`config.mk`:
```
export PLATFORM = sky130hd
export DESIGN_NAME = kct_ram
export DESIGN_NICKNAME = d
export VERILOG_FILES = /design/src/design/kmer_counting_table_defines.svh /design/src/design/kct_ram.sv
export SDC_FILE = /design/constraint.sdc
export NUM_CORES = 1
export LEC_CHECK = 0
export ABC_AREA = 1
export BUFFER_PORTS_ARGS = -buffer_cell sky130_fd_sc_hd__buf_4
export CAP_MARGIN = 10
export CORE_MARGIN = 1.5
export CORE_UTILIZATION = 40
export CTS_CLUSTER_SIZE = 20
export DETAILED_ROUTE_END_ITERATION = 8
export SLEW_MARGIN = 20
export SYNTH_ARGS = -nofsm -noshare
export SYNTH_HDL_FRONTEND = slang
export SYNTH_SLANG_ARGS = --single-unit
```
`constraint.sdc`:
```
create_clock -name clock -period 2.24 [get_ports clock]
set_input_delay 0.56 -clock clock [delete_from_list [all_inputs] [get_ports clock]]
set_output_delay 0.56 -clock clock [all_outputs]
set_load 0.01 [all_outputs]
```
`src/design/kmer_counting_table_defines.svh`:
```
// ----------------------------------------------------------------------------
// kmer counting table assertion macros
// shared property forms, clocked on clock and disabled in reset
// ----------------------------------------------------------------------------
`ifndef KMER_COUNTING_TABLE_DEFINES_SVH
`define KMER_COUNTING_TABLE_DEFINES_SVH

// condition holds at every clock edge
`define KCT_ASSERT_ALWAYS(label, cond, msg) \
   label: assert property (@(posedge clock) disable iff (reset) (cond)) else $error(msg);

// consequence holds in the same cycle
`define KCT_ASSERT_IMPLY(label, ante, cons, msg) \
   label: assert property (@(posedge clock) disable iff (reset) (ante) |-> (cons)) \
      else $error(msg);

// consequence holds in the next cycle
`define KCT_ASSERT_NEXT(label, ante, cons, msg) \
   label: assert property (@(posedge clock) disable iff (reset) (ante) |=> (cons)) \
      else $error(msg);

`endif

```
`src/design/kct_ram.sv`:
```
// ----------------------------------------------------------------------------
// kct_ram
// generic single write port, single read port ram with registered read
// ----------------------------------------------------------------------------
module kct_ram #(
   parameter  int WIDTH = 8,
   parameter  int DEPTH = 16,
   localparam int AW    = (DEPTH > 1) ? $clog2(DEPTH) : 1
) (
   input  logic             clock,
   input  logic             wr_en,
   input  logic [AW-1:0]    wr_addr,
   input  logic [WIDTH-1:0] wr_data,
   input  logic             rd_en,
   input  logic [AW-1:0]    rd_addr,
   output logic [WIDTH-1:0] rd_data
);

   logic [WIDTH-1:0] mem [DEPTH];
   logic [WIDTH-1:0] rd_data_ff;

   always_ff @(posedge clock) begin
      if (wr_en) begin
         mem[wr_addr] <= wr_data;
      end
      if (rd_en) begin
         rd_data_ff <= mem[rd_addr];
      end
   end

   assign rd_data = rd_data_ff;

endmodule

```
## Word-level counts from Yosys, hierarchy flattened

Memory sizes are Yosys's and may differ from the RTL's. A register that Yosys moved wholly into a read port is not among the register bits.
Index checks and enable logic that the tools add are counted.

- Input bits: 19
- Bits in read-only memories: 0
- Memories: 1
- Bits in registers: 0
- Logic and storage cells: 3
- Bits in writable memories: 128
- Bits in latches: 0

- Magnitude comparators: 0
- Shift-type cells: 0
- Reductions and logical operators: 0
- Add/sub/neg operators: 0
- $mul: 0
- Div/mod/pow operators: 0
- Mux-type cells: 2
- Eq/ne operators: 0
- Bitwise gates (word level): 0

Memory list:

| memory | depth | bits a word | read ports | clocked after memory_dff | wr ports | RTL line | RTL |
|---|---|---|---|---|---|---|---|
| mem | 16 | 8 | 1 | 1 | 1 | kct_ram.sv:19 | `logic [WIDTH-1:0] mem [DEPTH];` |

Operator list:

| kind | count |
|---|---|
| $mux 1 | 2 |

## Logic depth before layout (Yosys ltp)

- Depth in word-level cells: 2
- Mapped depth: 8
- Depth with buffers taken out: 7

## Worst setup path before layout

OpenSTA, ideal clock, no wires.

- Kind: input to register
- From: in wr_addr[2]
- To: mem mem[10][0], enable pin
- Required time: 1870 ps
- Arrival: 1141 ps
- Cell stages on the path: 2
- Setup slack: 729 ps
- Path through: nand3b_1 nor2_1

RTL lines:

| element | RTL line | RTL |
|---|---|---|
| start, declared | kct_ram.sv:12 | `input logic [AW-1:0] wr_addr,` |
| end, declared | kct_ram.sv:19 |  |

No word-level cell before the write port.

## Worst setup path after layout

- From: reg rd_data_ff[2] (netlist: rd_data[2]), read port of mem
- To: out rd_data[2]

RTL lines:

| element | RTL line | RTL |
|---|---|---|
| start, declared | kct_ram.sv:20 | `logic [WIDTH-1:0] rd_data_ff;` |
| end, declared | kct_ram.sv:16 | `output logic [WIDTH-1:0] rd_data` |

No word-level cell between the ends.

==> impl_metrics.py <==
metrics = {
    "status": {
        "status": "finished with violations",
        "violations": "design-rule violations",
    },
    "setup_path": {
        "cp_slowest_cell": "edfxtp_1",
        "crit_path_cell_trace": "buf_4",
        "end_kind": "primary output",
        "crit_required_ps": 1680,
        "worst-path-max-fanout": 1,
        "critPathKind": "flop to primary output",
        "cp_top_family": "flip-flops",
        "critPathArrivalTime_ps": 990,
        "worst_path_largest_cell_delay_ps": 410,
        "path_buf_inv": 1,
        "start_kind": "flop",
    },
    "timing": {
        "skew_ps": 6.608,
        "min_period_over_period_pct": 69.11,
        "setup_viol": 0,
        "rsz0062_at_grt": "no",
        "max-slew-margin-rel_pct": 54.79,
        "max_freq_ghz": 0.6460,
        "finalHoldViolations": 0,
        "slew_viol_final": 0,
        "fin_tns_setup_ps": 0,
        "fin_crit_ps": 1548,
        "fin_ws_ps": 692.0,
        "worst_pin_slew_ps": 675.7,
    },
    "pwr": {
        "combPwrFrac_pct": 6.1,
        "sequentialPowerShare_pct": 49.3,
        "switching_share_pct": 21.24,
        "power.share.clock_pct": 44.5,
        "peakVddDrop_uv": 490.2,
        "leakagePower_nw": 2.916,
        "powerDensity_mw_per_mm2": 857.5,
        "p_int_w": 0.004607,
        "switchingPower_w": 0.001243,
    },
    "floorplan": {
        "start_util_pct": 40.54,
        "ios": 27,
        "die_h_um": 123.9,
        "die_area_mm2": 0.01535,
        "coreArea_mm2": 0.01442,
        "fp-row-count": 44,
        "die_w_um": 123.9,
    },
    "grt": {
        "antenna_found_initial": 0,
        "overflow": 0,
        "grt_usage_pct": 17.97,
        "first_global_vias": 3524,
        "grt_pass1_wl_um": 19490,
        "use_met1_pct": 24.36,
        "grt_max_degree": 65,
        "met2_usage_pct": 28.31,
        "busiest_layer": "met2",
        "grtUsageMet3_pct": 3.755,
    },
    "final_layout": {
        "antenna_cells": 0,
        "area_delta_synth_final_pct": 16.67,
        "nNetsFinal": 608,
        "fill_cells": 1298,
        "drive_gt1_share_pct": 12.13,
    },
    "clock_tree": {
        "numCtsBuffers": 17,
        "cts.htree.levels": 4,
        "cts_num_sinks": 136,
        "path_clk_slew_ps": 60,
        "clk-insertion-delay-late_ps": 410,
        "cts_tree": "yes",
        "ctsHoldBuffers": 0,
        "root_buffer": "clkbuf_16",
        "cts_max_path_buffers": 2,
        "cts_resized": 0,
        "post-cts-setup-buffers": 0,
    },
    "placement": {
        "globalplace.congestion": 0.8082,
        "dp_slack_ps": 367.0,
        "dp_hpwl_um": 7865,
        "port_buffers": 26,
    },
    "logic_synthesis": {
        "syn_inst": 551,
        "ys_ff_latch": 136,
        "synth-seq-area-share_pct": 69.85,
        "syn-num-nets": 570,
        "yosysWarnings": 0,
        "syn-cell-area_mm2": 0.005847,
        "synth_cell_types": 11,
        "postSynthAreaPerCell_um2": 10.61,
    },
    "drt": {
        "avgRoutedWirePerCell_um": 16.06,
        "vias": 3733,
        "drt_iter0_markers": 339,
        "drtAntennaViolNets": 0,
        "drc": 1,
        "dr.pass1.iters": 9,
        "viasPerCell": 4.749,
        "routed_wl_um": 12630,
    },
    "hold_path": {
        "holdCritPathClass": "input port to flop",
    },
    "job": {
        "drv_cap": 0,
    },
}
layout make-up:
cell class / instances / area, um2 / area share [%]
Clock buffer: 19 / 432.9 / 6.346
Clock inverter: 13 / 130.1 / 1.908
Inverter: 102 / 382.9 / 5.613
Multi-Input combinational cell: 289 / 1214 / 17.79
Sequential cell: 136 / 4084 / 59.87
Tap cell: 184 / 230.2 / 3.375
Timing Repair Buffer: 43 / 347.8 / 5.099
kinds of logic (layout without fill, tap and decap cells):
group | Yosys count | after routing | synth area share, %
buffers and inverters | 126 | 177 | 9.394
and+or+nand+nor | 289 | 289 | 20.76
DFF | 136 | 136 | 69.85
state kept, by name, indices dropped and copies added (netlist names):
name,cells
mem,128
rd_data,8
final timing paths:
check	startpoint	to	slack, ps	cells past startpoint
max	rd_data[2]	rd_data[2]	690	1
min	rd_en	rd_data[3]	450	1
max reg2reg	mem[1][3]	rd_data[3]	1080	6
min reg2reg	mem[10][3]	rd_data[3]	740	6
stage by stage:
| stage | util (%) | power [W] | area, um2 | std cells | hold slack, ps |
|---|---|---|---|---|---|
| after detailed placement | 43.39 | 0.003300 | 6259 | 754 | 722.7 |
| after global routing | 47.29 | 0.006047 | 6822 | 786 | 428.7 |
| after floorplan | - | 0.003140 | 5847 | 551 | 658.9 |
| after CTS | 47.29 | 0.005900 | 6822 | 786 | 428.1 |
| after global placement | 43.39 | 0.003296 | 6259 | 754 | 717.4 |
| final | 47.29 | 0.005849 | 6822 | 786 | 445.2 |
power groups by stage:
stage	logic, W	clock network, W	registers [W]
finish	0.000359	0.00260	0.00289
global route	0.000401	0.00276	0.00289
floorplan	0.000201	0	0.00294
global placement	0.000359	0	0.00294
CTS	0.000364	0.00265	0.00289
detailed placement	0.000362	0	0.00294
metal layers:
metal,vias up,wire length [um],share of wire (%)
met5,-,0,0
met4,0,258,2.0
met3,20,790,6.3
met2,133,5981,47
met1,1724,5596,44
li1,1856,-,-
cell usage after synthesis:
cell	number	share of area [%]
inv_2	2	0.13
nand3_1	97	8.3
buf_2	13	1.1
nand3b_1	2	0.26
inv_1	100	6.4
buf_1	1	0.064
edfxtp_1	136	70
buf_4	4	0.51
nor2_1	17	1.1
nand2_1	173	11
buf_6	6	1.2
cell usage in the layout, fill, tap and decap left out, drive strengths merged, types with 4 or more instances in the layout:
| cell type | count |
|---|---|
| clkinv | 6 |
| nand2 | 173 |
| nor2 | 17 |
| edfxtp | 136 |
| clkbuf | 19 |
| buf | 43 |
| inv | 103 |
| nand3 | 97 |
| clkinvlp | 4 |
Power figures use the tool's default switching activity.
