<file path="src/design/kmer_counting_table_defines.svh">
// ----------------------------------------------------------------------------
// kmer counting table assertion macros
// shared property forms, clocked on clock and disabled in reset
// ----------------------------------------------------------------------------
`ifndef KMER_COUNTING_TABLE_DEFINES_SVH
`define KMER_COUNTING_TABLE_DEFINES_SVH

// condition holds at every clock edge
`define KCT_ASSERT_ALWAYS(label, cond, msg) \
   label: assert property (@(posedge clock) disable iff (reset) (cond)) else $error(msg);

// consequence holds in the same cycle
`define KCT_ASSERT_IMPLY(label, ante, cons, msg) \
   label: assert property (@(posedge clock) disable iff (reset) (ante) |-> (cons)) \
      else $error(msg);

// consequence holds in the next cycle
`define KCT_ASSERT_NEXT(label, ante, cons, msg) \
   label: assert property (@(posedge clock) disable iff (reset) (ante) |=> (cons)) \
      else $error(msg);

`endif

</file>
<file path="src/design/kct_pkg.sv">
// ----------------------------------------------------------------------------
// kct_pkg
// codes and fixed widths shared by the kmer counting table modules
// ----------------------------------------------------------------------------
package kct_pkg;

   localparam int BYTE_W      = 8;
   localparam int KLEN_W      = 4;
   localparam int MODE_W      = 2;
   localparam int STATUS_W    = 3;
   localparam int IDX_PORT_W  = 10;
   localparam int KEY_PORT_W  = 64;
   localparam int CNT_PORT_W  = 32;
   localparam int USED_PORT_W = 11;

   localparam logic [KLEN_W-1:0] KLEN_RESET = 4'd4;

   // request modes, the unused code acts as clear
   localparam logic [MODE_W-1:0] MODE_PUSH  = 2'd0;
   localparam logic [MODE_W-1:0] MODE_READ  = 2'd1;
   localparam logic [MODE_W-1:0] MODE_CLEAR = 2'd2;

   typedef enum logic [STATUS_W-1:0] {
      ST_FILLING      = 3'd0,
      ST_COUNTED      = 3'd1,
      ST_INSERTED     = 3'd2,
      ST_DROPPED      = 3'd3,
      ST_ENTRY_READ   = 3'd4,
      ST_OUT_OF_RANGE = 3'd5,
      ST_CLEARED      = 3'd6
   } kct_status_type;

endpackage

</file>
<file path="src/design/kct_window.sv">
// ----------------------------------------------------------------------------
// kct_window
// byte window of the last MAX_K bytes and the masked k-mer taken from it
// ----------------------------------------------------------------------------
module kct_window #(
   parameter int MAX_K = 8
) (
   input  logic                               clock,
   input  logic                               reset,
   input  logic                               shift_en,
   input  logic                               clear_en,
   input  logic [kct_pkg::BYTE_W-1:0]         data_byte,
   input  logic [kct_pkg::KLEN_W-1:0]         kmer_length,
   output logic [kct_pkg::BYTE_W*MAX_K-1:0]   key,
   output logic                               key_ready
);

   import kct_pkg::*;

   localparam int WIN_W = BYTE_W * MAX_K;
   localparam int KC_W  = $clog2(MAX_K + 1);

   logic [WIN_W-1:0] window_ff, window_in;
   logic [KC_W-1:0]  seen_ff, seen_in;
   logic [KC_W-1:0]  k_eff;

   // length 0 acts as 1, above MAX_K acts as MAX_K
   always_comb begin
      if (kmer_length == '0) begin
         k_eff = KC_W'(1);
      end else if (kmer_length > KLEN_W'(MAX_K)) begin
         k_eff = KC_W'(MAX_K);
      end else begin
         k_eff = KC_W'(kmer_length);
      end
   end

   always_comb begin
      window_in = window_ff;
      seen_in   = seen_ff;
      if (clear_en) begin
         window_in = '0;
         seen_in   = '0;
      end else if (shift_en) begin
         window_in = (window_ff << BYTE_W) | WIN_W'(data_byte);
         if (seen_ff < KC_W'(MAX_K)) begin
            seen_in = seen_ff + 1'b1;
         end
      end
   end

   always_ff @(posedge clock) begin
      if (reset) begin
         window_ff <= '0;
         seen_ff   <= '0;
      end else begin
         window_ff <= window_in;
         seen_ff   <= seen_in;
      end
   end

   // keep the newest k byte lanes
   always_comb begin
      for (int j = 0; j < MAX_K; j++) begin
         key[j*BYTE_W +: BYTE_W] = (j < int'(k_eff)) ? window_ff[j*BYTE_W +: BYTE_W] : '0;
      end
   end

   assign key_ready = (seen_ff >= k_eff);

endmodule

</file>
<file path="config.mk">
export PLATFORM = sky130hd
export DESIGN_NAME = kct_window
export DESIGN_NICKNAME = d
export VERILOG_FILES = /design/src/design/kmer_counting_table_defines.svh /design/src/design/kct_pkg.sv /design/src/design/kct_window.sv
export SDC_FILE = /design/constraint.sdc
export NUM_CORES = 1
export LEC_CHECK = 0
export BUFFER_PORTS_ARGS = -buffer_cell sky130_fd_sc_hd__buf_2
export CORE_UTILIZATION = 49
export CTS_BUF_LIST = sky130_fd_sc_hd__clkbuf_4 sky130_fd_sc_hd__clkbuf_8
export CTS_CLUSTER_SIZE = 10
export DETAILED_ROUTE_END_ITERATION = 8
export GPL_TIMING_DRIVEN = 0
export PLACE_DENSITY = 0.81
export SYNTH_ARGS = -nofsm -noshare
export SYNTH_HDL_FRONTEND = slang
export SYNTH_SLANG_ARGS = --single-unit
</file>
<file path="constraint.sdc">
create_clock -name clock -period 1.55 [get_ports clock]
set_clock_uncertainty 0.05 [all_clocks]
set_input_delay 0.2325 -clock clock [delete_from_list [all_inputs] [get_ports clock]]
set_output_delay 0.2325 -clock clock [all_outputs]
set_load 0.01 [all_outputs]
</file>
## After elaboration in Yosys (flattened, before gate mapping)

Cells that the tools add are included.

| word-level totals | value |
|---|---|
| bits in registers | 68 |

| operators by class | value |
|---|---|
| add/sub/neg operators | 1 |
| $lt $le $gt $ge | 11 |
| mux-type cells | 10 |
| bitwise logic cells | 1 |
| reductions and logical operators | 3 |

Operators by type and width:

| cell | count |
|---|---|
| $mux W8 | 8 |
| $or A64 B8 Y64 | 1 |
| $lt A3 B4 Y1 const A | 4 |
| $lt A1 B4 Y1 const A | 2 |
| $lt A2 B4 Y1 const A | 2 |
| $mux W4 | 2 |
| $add A4 B1 Y4 const B | 1 |
| $ge A4 B4 Y1 | 1 |
| $gt A4 B4 Y1 const B | 1 |
| $logic_not A4 Y1 | 1 |
| $lt A4 B4 Y1 const B | 1 |
| $reduce_and A2 Y1 | 1 |
| $reduce_or A2 Y1 | 1 |

## Longest topological paths before layout

| logic depth | value |
|---|---|
| depth in word-level cells | 5 |
| gate-level depth with buffers | 8 |
| mapped depth without buffers | 7 |

## Least setup slack after synthesis

Ideal clock, no wire load.

| timing | value |
|---|---|
| kind | input to output |
| start | in kmer_length[2] (netlist name) |
| end | out key_ready |
| arrival time | 1.462 ns |
| required time | 1.267 ns |
| setup slack | -0.195 ns |
| stages | 8 |
| path buffers | 1 |
| cells stage by stage | buf_2 > nor2_1 > nor2_1 > nor2_1 > ha_1 > nand2b_1 > a2111oi_0 > nor3_1 |

| on the way | value |
|---|---|
| longest elaborated chain between the ends | 4 |

RTL lines:

| what | RTL line | source |
|---|---|---|
| start: declaration | kct_window.sv:13 | `input logic [kct_pkg::KLEN_W-1:0] kmer_length,` |
| $gt A4 B4 Y1 | kct_window.sv:31 | `end else if (kmer_length > KLEN_W'(MAX_K)) begin` |
| $mux W4 | kct_window.sv:31 |  |
| $mux W4 * | kct_window.sv:29 | `if (kmer_length == '0) begin` |
| $ge A4 B4 Y1 * | kct_window.sv:69 | `assign key_ready = (seen_ff >= k_eff);` |
| end: declaration | kct_window.sv:15 | `output logic key_ready` |

Mark *: on every way between the ends. The rest lies on a longest branch, timed or not.

## Worst setup path in the final report

| timing | value |
|---|---|
| start | reg seen_ff[0] |
| end | out key_ready |

| on the way | value |
|---|---|
| longest elaborated chain between the ends | 1 |

RTL lines:

| what | RTL line | source |
|---|---|---|
| start: declaration | kct_window.sv:24 | `logic [KC_W-1:0] seen_ff, seen_in;` |
| start signal: assignment | kct_window.sv:58 | `seen_ff <= seen_in;` |
| $ge A4 B4 Y1 | kct_window.sv:69 |  |

Every way passes these cells.

==> results.sh <==
export IMPL_crit_family="flip-flops"
export IMPL_drc_errors=0
export IMPL_maxCapViolations=0
export IMPL_r2r_end="seen_ff[1]"
export IMPL_layout_cells_non_filler=480
export IMPL_synth_ff_type="dfxtp_1"
export IMPL_multiInputGateArea_um2=1521
export IMPL_track_usage_pct=21.30
export IMPL_diodes=0
export IMPL_r2r_setup_slack_ns=0.44
export IMPL_path_clk_slew_ns=0.07
export IMPL_synth_avg_cell_area_um2=9.442
export IMPL_clk_latency_ns=0.33
export IMPL_post_place_ws_ns=-0.5029
export IMPL_worst_slack_ns=-0.3379
export IMPL_relSlewSlack_pct=56.58
export IMPL_final_nets=424
export IMPL_path_max_fanout=2
export IMPL_crit_required_ns=1.27
export IMPL_power_density_nw_per_um2=1005
export IMPL_die_y_um=79.66
export IMPL_dp_hpwl_um=4778
export IMPL_drtIter0Drc=65
export IMPL_numCtsBuffers=9
export IMPL_num_vias=2381
export IMPL_cts_root_buffer="clkbuf_8"
export IMPL_netlist_area_um2=2955
export IMPL_fin_crit_sh_pct=121.8
export IMPL_detail_route_vias_per_cell=4.960
export IMPL_fmaxAchievable_mhz=529.7
export IMPL_rows=27
export IMPL_setup_violations=1
export IMPL_synth_warnings=0
export IMPL_violations="negative setup slack"
export IMPL_ys_types=24
export IMPL_start_util_pct=52.07
export IMPL_mostFrequentLayoutCell="buf_2"
export IMPL_rsz0062_at_grt="yes"
export IMPL_cp_arrival_ns=1.61
export IMPL_grt_pass1_wl_um=10250
export IMPL_cts_tree="done"
export IMPL_synth_edf_count=0
export IMPL_hold_path_depth=3
export IMPL_hold_viol=0
export IMPL_period_needed_ns=1.888
export IMPL_ff2ff_path_depth=4
export IMPL_holdBufCountCts=0
export IMPL_gp_congestion=0.7352
export IMPL_core_area_um2=5675
export IMPL_firstDrtPassIters=4
export IMPL_path_class="reg -> out"
export IMPL_portBuffers=78
export IMPL_fp_dieW_um=79.66
export IMPL_drt_wl_total_um=6480
export IMPL_nFillCells=460
export IMPL_synth_nets=334
export IMPL_register_area_um2=1363
export IMPL_grt_overflow=0
export IMPL_path_buf_inv=2
export IMPL_tightest_slew_ns=0.6513
export IMPL_max_stage_delay_ns=0.34
export IMPL_syn_to_final_growth_pct=27.18
export IMPL_hp_class="in -> reg"
export IMPL_ys_ff_latch=68
export IMPL_whs_endpoint="window_ff[4]"
export IMPL_io_pins=81
export IMPL_slew_viol_final=0
export IMPL_antenna_found_initial=0
export IMPL_crit_chain="inv_2 > ha_1 > nand2b_4 > a2111oi_4 > nor3_2 > buf_2"
export IMPL_wl_per_cell_um=13.50
export IMPL_vdd_drop_max_mv=0.6707
export IMPL_yosysTopAreaCell="dfxtp_1"
export IMPL_netlist_instances=313
export IMPL_die_area_um2=6346
export IMPL_placedCellCount=463
export IMPL_final_cell_mix="buf_2 (84), nor2_1 (73), dfxtp_1 (67), mux2i_1 (65), nor2b_1 (49)"
export IMPL_htree_levels=3
export IMPL_drive_gt1_share_pct=28.92
export IMPL_hold_start="data_byte[4]"
export IMPL_ctsLongestPathBuffers=2
export IMPL_grt_pass1_vias=2116
export IMPL_grt_max_degree=13
export IMPL_tns_ns=-0.3379
export IMPL_leakagePower_nw=1.851
export IMPL_ys_seq_area_share_pct=46.06
export IMPL_antenna_left=0
export IMPL_yosys_top_cells_area="dfxtp_1 (46%), mux2i_1 (22%), nor2b_1 (10%)"
export IMPL_status="complete, but fails checks"
export IMPL_async_reset_ff_share_pct=0
export IMPL_crit_path_top_delay_cell="dfxtp_2"
export IMPL_cp_start_kind="register"
export IMPL_cts_sinks=68
export IMPL_synth_top_area_share_pct=46.06
export IMPL_rr_startpoint="seen_ff[0]"
export IMPL_cp_end_kind="output pin"
export IMPL_power_total_mw=3.776
-- layer usage --
layer / vias up / global-route usage (%) / routed length (um)
li1: 1204 / - / -
met1: 1104 / 28.02 / 3091
met2: 66 / 33.33 / 3008
met3: 7 / 6.057 / 306
met4: 0 / 7.091 / 74
met5: - / 0 / 0
-- Yosys cell counts (all sizes together), types with 2 or more instances --
master	n
nor2	74
dfxtp	68
mux2i	65
nor2b	49
clkbuf	14
buf	12
and2	8
ha	5
nor3	3
inv	2
nand2	2
-- per-stage QoR --
step                hold slack (ns)  area [um^2]  utilization [%]
floorplan                    0.3297         2993                -
global placement             0.4133         3473            61.20
detailed placement           0.4235         3473            61.20
CTS                         0.06631         3751            66.09
global route                0.07585         3759            66.23
finish                      0.08086         3759            66.23
-- logic make-up after synthesis --
kind of cell	after synthesis	share of synthesized area, %
muxes	65	22.02
AOI/OAI and AO/OA	6	1.651
and+or+nand+nor	139	23.07
DFF	68	46.06
buffers and inverters	28	4.488
xor gates and xnor gates	2	0.5928
adders and majority gates	5	2.117
-- state kept, by name, indices dropped and copies added (netlist names) --
signal	cells
seen_ff	4
window_ff	64
-- power breakdown --
part	switching (mW)	internal (mW)	total [mW]	leakage, nW
sequential	0.00797	1.76	1.77	0.549
combinational	0.156	0.114	0.269	1.18
clock	0.652	1.09	1.74	0.124
-- area by class of cell --
cell class	instances	share of cell area [%]
Sequential cell	68	36.25
Inverter	2	0.1997
Timing Repair Buffer	79	10.59
Tap cell	72	2.397
Clock inverter	6	2.996
Buffer	26	3.595
Clock buffer	10	3.495
Multi-Input combinational cell	217	40.48
-- worst max path at each step --
| stage | startpoint | endpoint | slack, ns | cells past startpoint |
|---|---|---|---|---|
| finish | seen_ff[0] | key_ready | -0.34 | 6 |
| global route | seen_ff[0] | key_ready | -0.42 | 6 |
| CTS | seen_ff[0] | key_ready | -0.37 | 6 |
| detailed placement | kmer_length[3] | key_ready | -0.50 | 8 |
| global placement | kmer_length[3] | key_ready | -0.44 | 8 |
| floorplan | kmer_length[2] | key_ready | -0.03 | 8 |
-- tightest hold or removal path, stage by stage --
cell and delay, ns:
buf_2 0.07, mux2i_1 0.05, nor2_1 0.07
-- what timing repair did --
action	in CTS	in global routing
pin swaps	0	0
gates resized for setup	7	2
setup endpoints to repair	9	28
endpoints found under the hold margin	0	0
buffers inserted	1	0
Note: power is estimated with default switching activity, not from simulation.
